**config.mk**
```make
export PLATFORM = sky130hd
export DESIGN_NAME = qpwht_ctrl
export DESIGN_NICKNAME = d
export VERILOG_FILES = /design/src/qpwht_pkg.sv /design/src/qpwht_ctrl.sv
export SDC_FILE = /design/constraint.sdc
export NUM_CORES = 1
export LEC_CHECK = 0
export ABC_AREA = 1
export BUFFER_PORTS_ARGS = -buffer_cell sky130_fd_sc_hd__buf_2
export CAP_MARGIN = 20
export CORE_AREA = 2 2 39 41
export CTS_CLUSTER_DIAMETER = 200
export CTS_CLUSTER_SIZE = 12
export DETAILED_ROUTE_END_ITERATION = 16
export DIE_AREA = 0 0 41 43
export PLACE_DENSITY = 0.67
export SETUP_SLACK_MARGIN = 0.1
export SLEW_MARGIN = 5
export SYNTH_ARGS = -nofsm -noshare
export SYNTH_HDL_FRONTEND = slang
export SYNTH_SLANG_ARGS = --single-unit
export TNS_END_PERCENT = 10
```
**constraint.sdc**
```tcl
create_clock -name clk -period 2.75 [get_ports clk]
set_input_delay 0.6875 -clock clk [delete_from_list [all_inputs] [get_ports clk]]
set_output_delay 0.6875 -clock clk [all_outputs]
set_load 0.01 [all_outputs]
```
**src/qpwht_pkg.sv**
```systemverilog
// Package for the quadratic-probe word hash table.
// Shared constants, status codes and controller/datapath command types.
package qpwht_pkg;
  localparam int TABLE_SIZE_DEF = 16381;
  localparam int MAX_WORD_DEF   = 20;

  localparam logic [1:0] ST_OK       = 2'd0;
  localparam logic [1:0] ST_NOTFOUND = 2'd1;
  localparam logic [1:0] ST_FULL     = 2'd2;
  localparam logic [1:0] ST_LONG     = 2'd3;

  localparam logic CMD_INSERT = 1'b0;
  localparam logic CMD_LOOKUP = 1'b1;

  typedef struct packed {
    logic accum;      // add in_tdata character to pending word
    logic start;      // load probe state from pending key
    logic rd;         // issue table read at current probe slot
    logic wr;         // write pending word at current slot
    logic step;       // advance to next probe
    logic clr_pend;   // clear pending word
    logic clr_mark;   // clearing pass write
  } qpwht_cmd_t;

  typedef struct packed {
    logic used;       // slot under probe is used
    logic match;      // stored word equals pending word
    logic overlong;   // pending word too long
    logic exhausted;  // probe count reached table size
    logic clr_done;   // clearing pass finished
  } qpwht_sts_t;
endpackage

```
**src/qpwht_ctrl.sv**
```systemverilog
// Controller: sequences character intake, probe walk and result hand-off.
// Depends on qpwht_pkg.
module qpwht_ctrl import qpwht_pkg::*; (
  input  logic        clk,
  input  logic        rst_n,
  input  logic        in_tvalid,
  output logic        in_tready,
  input  logic        in_cmd,
  input  logic        in_last,
  output logic        out_tvalid,
  input  logic        out_tready,
  output logic [1:0]  out_status,
  output logic        out_zero,
  output qpwht_cmd_t  cmd,
  input  qpwht_sts_t  sts
);
  localparam logic [2:0] S_IDLE = 3'd0, S_START = 3'd1, S_READ = 3'd2,
                         S_WAIT = 3'd3, S_EVAL = 3'd4, S_OUT = 3'd5,
                         S_CLEAR = 3'd6, S_HASH = 3'd7;
  logic [2:0] state_r, state_nxt;
  logic       op_r;
  logic [1:0] st_r, st_nxt;
  logic       zero_r, zero_nxt;
  logic       acc;

  assign in_tready = (state_r == S_IDLE);
  assign acc = in_tvalid && in_tready;

  always_comb begin
    state_nxt = state_r;
    st_nxt = st_r;
    zero_nxt = zero_r;
    cmd = '0;
    cmd.accum = acc;
    case (state_r)
      S_CLEAR: begin
        cmd.clr_mark = 1'b1;
        if (sts.clr_done) state_nxt = S_IDLE;
      end
      S_IDLE: if (acc && in_last) state_nxt = S_HASH;
      S_HASH: state_nxt = S_START;
      S_START: begin
        if (sts.overlong) begin
          st_nxt = ST_LONG; zero_nxt = 1'b1; state_nxt = S_OUT;
        end else begin
          cmd.start = 1'b1; state_nxt = S_READ;
        end
      end
      S_READ: begin cmd.rd = 1'b1; state_nxt = S_WAIT; end
      S_WAIT: state_nxt = S_EVAL;
      S_EVAL: begin
        if (!sts.used) begin
          if (op_r == CMD_INSERT) begin
            cmd.wr = 1'b1; st_nxt = ST_OK; zero_nxt = 1'b0;
          end else begin
            st_nxt = ST_NOTFOUND; zero_nxt = 1'b1;
          end
          state_nxt = S_OUT;
        end else if (op_r == CMD_LOOKUP && sts.match) begin
          st_nxt = ST_OK; zero_nxt = 1'b0; state_nxt = S_OUT;
        end else if (sts.exhausted) begin
          st_nxt = (op_r == CMD_INSERT) ? ST_FULL : ST_NOTFOUND;
          zero_nxt = 1'b1; state_nxt = S_OUT;
        end else begin
          cmd.step = 1'b1; state_nxt = S_READ;
        end
      end
      S_OUT: if (out_tready) begin cmd.clr_pend = 1'b1; state_nxt = S_IDLE; end
      default: state_nxt = S_IDLE;
    endcase
  end

  always_ff @(posedge clk) begin
    if (!rst_n) begin
      state_r <= S_CLEAR;
      op_r <= 1'b0;
      st_r <= ST_OK;
      zero_r <= 1'b0;
    end else begin
      state_r <= state_nxt;
      st_r <= st_nxt;
      zero_r <= zero_nxt;
      if (acc && in_last) op_r <= in_cmd;
    end
  end

  assign out_tvalid = (state_r == S_OUT);
  assign out_status = st_r;
  assign out_zero = zero_r;
endmodule

```
## Word level (Yosys, flattened, before mapping)

Cells that the tools add are included.

| storage, ports and cells | value |
|---|---|
| bits in registers | 7 |
| input bits | 11 |
| output and inout bits | 12 |
| word-level logic and storage cells | 56 |

| operators by class | value |
|---|---|
| equal/unequal tests | 12 |
| mux-type cells | 33 |
| reductions and logical operators | 7 |

Operator list:

| cell | count |
|---|---|
| case mux 3 bit (8 select lines) | 1 |
| two-way mux 3 bit | 7 |
| two-way mux 1 bit | 17 |
| equality test 3 bit, second input constant | 4 |
| two-way mux 2 bit | 6 |
| equality test 3 x 2 -> 1 bit, second input constant | 2 |
| AND reduction 3 bit | 2 |
| inequality test 2 x 1 -> 1 bit, second input constant | 2 |
| inequality test 2 bit, second input constant | 2 |
| inequality test 4 bit, second input constant | 1 |
| case mux 2 bit (2 select lines) | 1 |
| equality test 3 x 1 -> 1 bit, second input constant | 1 |
| logical AND 1 bit | 3 |
| logical NOT 3 bit | 1 |
| case mux 1 bit (2 select lines) | 1 |
| nonzero test 2 bit | 1 |

## Logic depth before layout (Yosys ltp)

| depth | value |
|---|---|
| word-level depth | 5 |
| mapped depth | 9 |

## Worst setup path before layout

Ideal clock, no wire load.

| timing path | value |
|---|---|
| path kind | in2out |
| start | input sts[4] (netlist bit) |
| end | output cmd[2] (netlist bit) |
| arrival | 1.042 ns |
| data required time | 2.062 ns |
| setup slack | 1.021 ns |
| cell stages on the path | 4 |
| buffers on the path | 0 |
| path through | inv_1 > nor2_1 > nand3_1 > inv_1 |

RTL lines:

| item | RTL line | text |
|---|---|---|
| from (decl) | qpwht_ctrl.sv:15 | `input qpwht_sts_t sts` |
| to (decl) | qpwht_ctrl.sv:14 | `output qpwht_cmd_t cmd,` |

==> impl_metrics.yaml <==
yosys:
  synth_common_cells: "nand2_1 (16), inv_1 (10), nand3_1 (9)"
  synth_cells: 80
  mappedNetlistNets: 91
  async_flop_share_pct: 0
  yosysWarnings: 0
  yosysSeqAreaShare_pct: 27.2
  synth_top_area_share_pct: 27.2
  synth_flop_cell: "dfxtp_1"
  synth_edf_count: 0
  synth_top_area_cell: "dfxtp_1"
  synth_cell_type_count: 21
  post-synth-top-count-cell: "nand2_1"
  synth-seq-cells: 7
  synth_area_leaders: "dfxtp_1 (27%), nand2_1 (12%), nand3_1 (8.7%)"
  syn-cell-area_sq_um: 515
  avgSynthCellArea_sq_um: 6.44
sta:
  clock.fmax_mhz: 456
  finalHoldViolations: 0
  rsz0062_at_grt: "false"
  fin_setup_tns_ps: 0
  min_period_ps: 2190
  holdWs_ps: 471
  maxSlewViolCount: 0
  fin_crit_sh_pct: 79.7
  maxSlewHeadroom_pct: 74.0
  finalSetupViolCount: 0
  skew_ps: 5.90
  tightest_slew_ps: 389
global_route:
  grt_overflow: 0
  grt_usage_pct: 14.0
  grt_pass1_vias: 461
  grt_max_degree: 10
  grt_pass1_wl_mm: 1.73
  grt_antenna_before_repair: 0
detailed_routing:
  final_antenna_net_count: 0
  first_pass_iters: 4
  via_count: 565
  wirelength_mm: 1.13
  wire_per_inst_um: 9.51
  drtIter0Drc: 13
  remaining_drc_errors: 0
  routed_via_density: 4.75
floorplan:
  die-area_sq_um: 1760
  die_w_um: 41
  ios: 23
  num_rows: 14
  die_h_um: 43
  core_area_sq_um: 1380
  start_util_pct: 37.3
setup_path:
  endpoint_kind: "output pin"
  crit_chain: "inv_4 > nor3_2 > inv_1 > nor2_1 > buf_2"
  crit_required_ps: 2060
  crit_fanout: 9
  crit_arrival_ps: 1500
  critPathMaxStageDelay_ps: 550
  slowest_stage: "dfxtp_1"
  worst_setup_path_start_kind: "register"
  crit_family: "flip-flops"
  path_buf_inv: 3
  path_class: "register to output pin"
worst_hold_path:
  hp-class: "register to register"
power_and_ir_drop:
  ir_worst_vdd_mv: 0.340
  p_total_w: 0.000575
  p_leak_nw: 0.362
  powerDensity_nw_per_um2: 896
cts:
  cts_tree: "built"
  htreeDepth: 1
  post-cts-setup-buffers: 0
  postCtsHoldBufs: 0
  cts_resized: 0
  numCtsBuffers: 3
  root_buffer: "clkbuf_4"
  clkSinkCount: 7
  clk_pin_slew_ps: 50
  cts.path.max_buffers: 2
  clk-insertion-delay-late_ps: 260
cells_and_area:
  syn_to_final_growth_pct: 24.5
  nNetsFinal: 115
  final_util_pct: 46.4
  diodes: 0
  layout-drive-gt1-share_pct: 35.9
placed_design:
  dp_hpwl_um: 893
  portBuffers: 22
  place.gp.congestion: 0.772
outcome:
  outcome: "finished clean"
flow_run:
  cap_violations: 0
sequential cells by signal, indices dropped and copies added, names as in the netlist:
| name | cells |
|---|---|
| out_status | 2 |
| out_zero | 1 |
| state_r | 3 |
| op_r | 1 |
per-stage QoR:
| stage | worst slack [ps] | cell area (sq um) | cells |
|---|---|---|---|
| final | 558 | 642 | 119 |
| after global routing | 426 | 642 | 119 |
| after CTS | 559 | 642 | 119 |
| after detailed placement | 790 | 616 | 115 |
| after global placement | 807 | 616 | 115 |
| after floorplan | 1020 | 515 | 80 |
per-layer routing:
layer | track usage [%] | routed length (um) | vias up
li1 | - | - | 309
met1 | 16.5 | 534 | 242
met2 | 22.8 | 547 | 14
met3 | 6.28 | 50 | 0
met4 | 2.00 | 0 | 0
met5 | 0 | 0 | -
tightest hold or removal path: cells and delay by family (launching register included):
kind / cells / cell delay (ps)
AOI/OAI and AO/OA: 1 / 60
and+or+nand+nor: 1 / 60
DFF: 1 / 310
power by group:
group | internal (W) | switching [W]
clock | 0.0000555 | 0.0000400
combinational | 0.000116 | 0.000170
sequential | 0.000136 | 0.0000588
total | 0.000307 | 0.000268
area by class of cell:
class | count | area, sq um
Fill cell | 150 | 742
Multi-Input combinational cell | 57 | 294
Sequential cell | 7 | 140
Timing Repair Buffer | 22 | 110
Inverter | 13 | 51.3
Clock buffer | 4 | 26.3
Tap cell | 16 | 20.0
final timing paths:
kind,from,end,slack [ps],cells after the start
hold reg to reg,out_status[0]$_SDFFE_PN0P_,out_status[0]$_SDFFE_PN0P_,470,2
setup / recovery,state_r[2]$_SDFFE_PN1P_,cmd[3],560,5
setup reg to reg,state_r[2]$_SDFFE_PN1P_,out_status[1]$_SDFFE_PN0P_,1320,6
hold / removal,out_status[0]$_SDFFE_PN0P_,out_status[0]$_SDFFE_PN0P_,470,2
cells by family after synthesis:
group,count (synthesis),synth area share [%]
buf+inv,16,15.8
flops,7,27.2
simple gates,44,43.7
compound gates,13,13.3
cells in the final DEF, fill, tap and decap left out:
cell	count
nor2_4	1
o21ai_1	3
inv_1	10
a21oi_1	5
buf_2	22
clkbuf_1	1
nor2_1	8
nor3_1	1
clkbuf_4	3
nand4_2	1
inv_4	1
inv_2	2
o21ai_0	4
nand3_1	9
dfxtp_1	7
nand2_1	16
nand2_2	2
o21ai_2	1
nor3_2	2
nor4_1	2
nor2_2	1
nand3_2	1
Note: power is estimated with default switching activity, not from simulation.
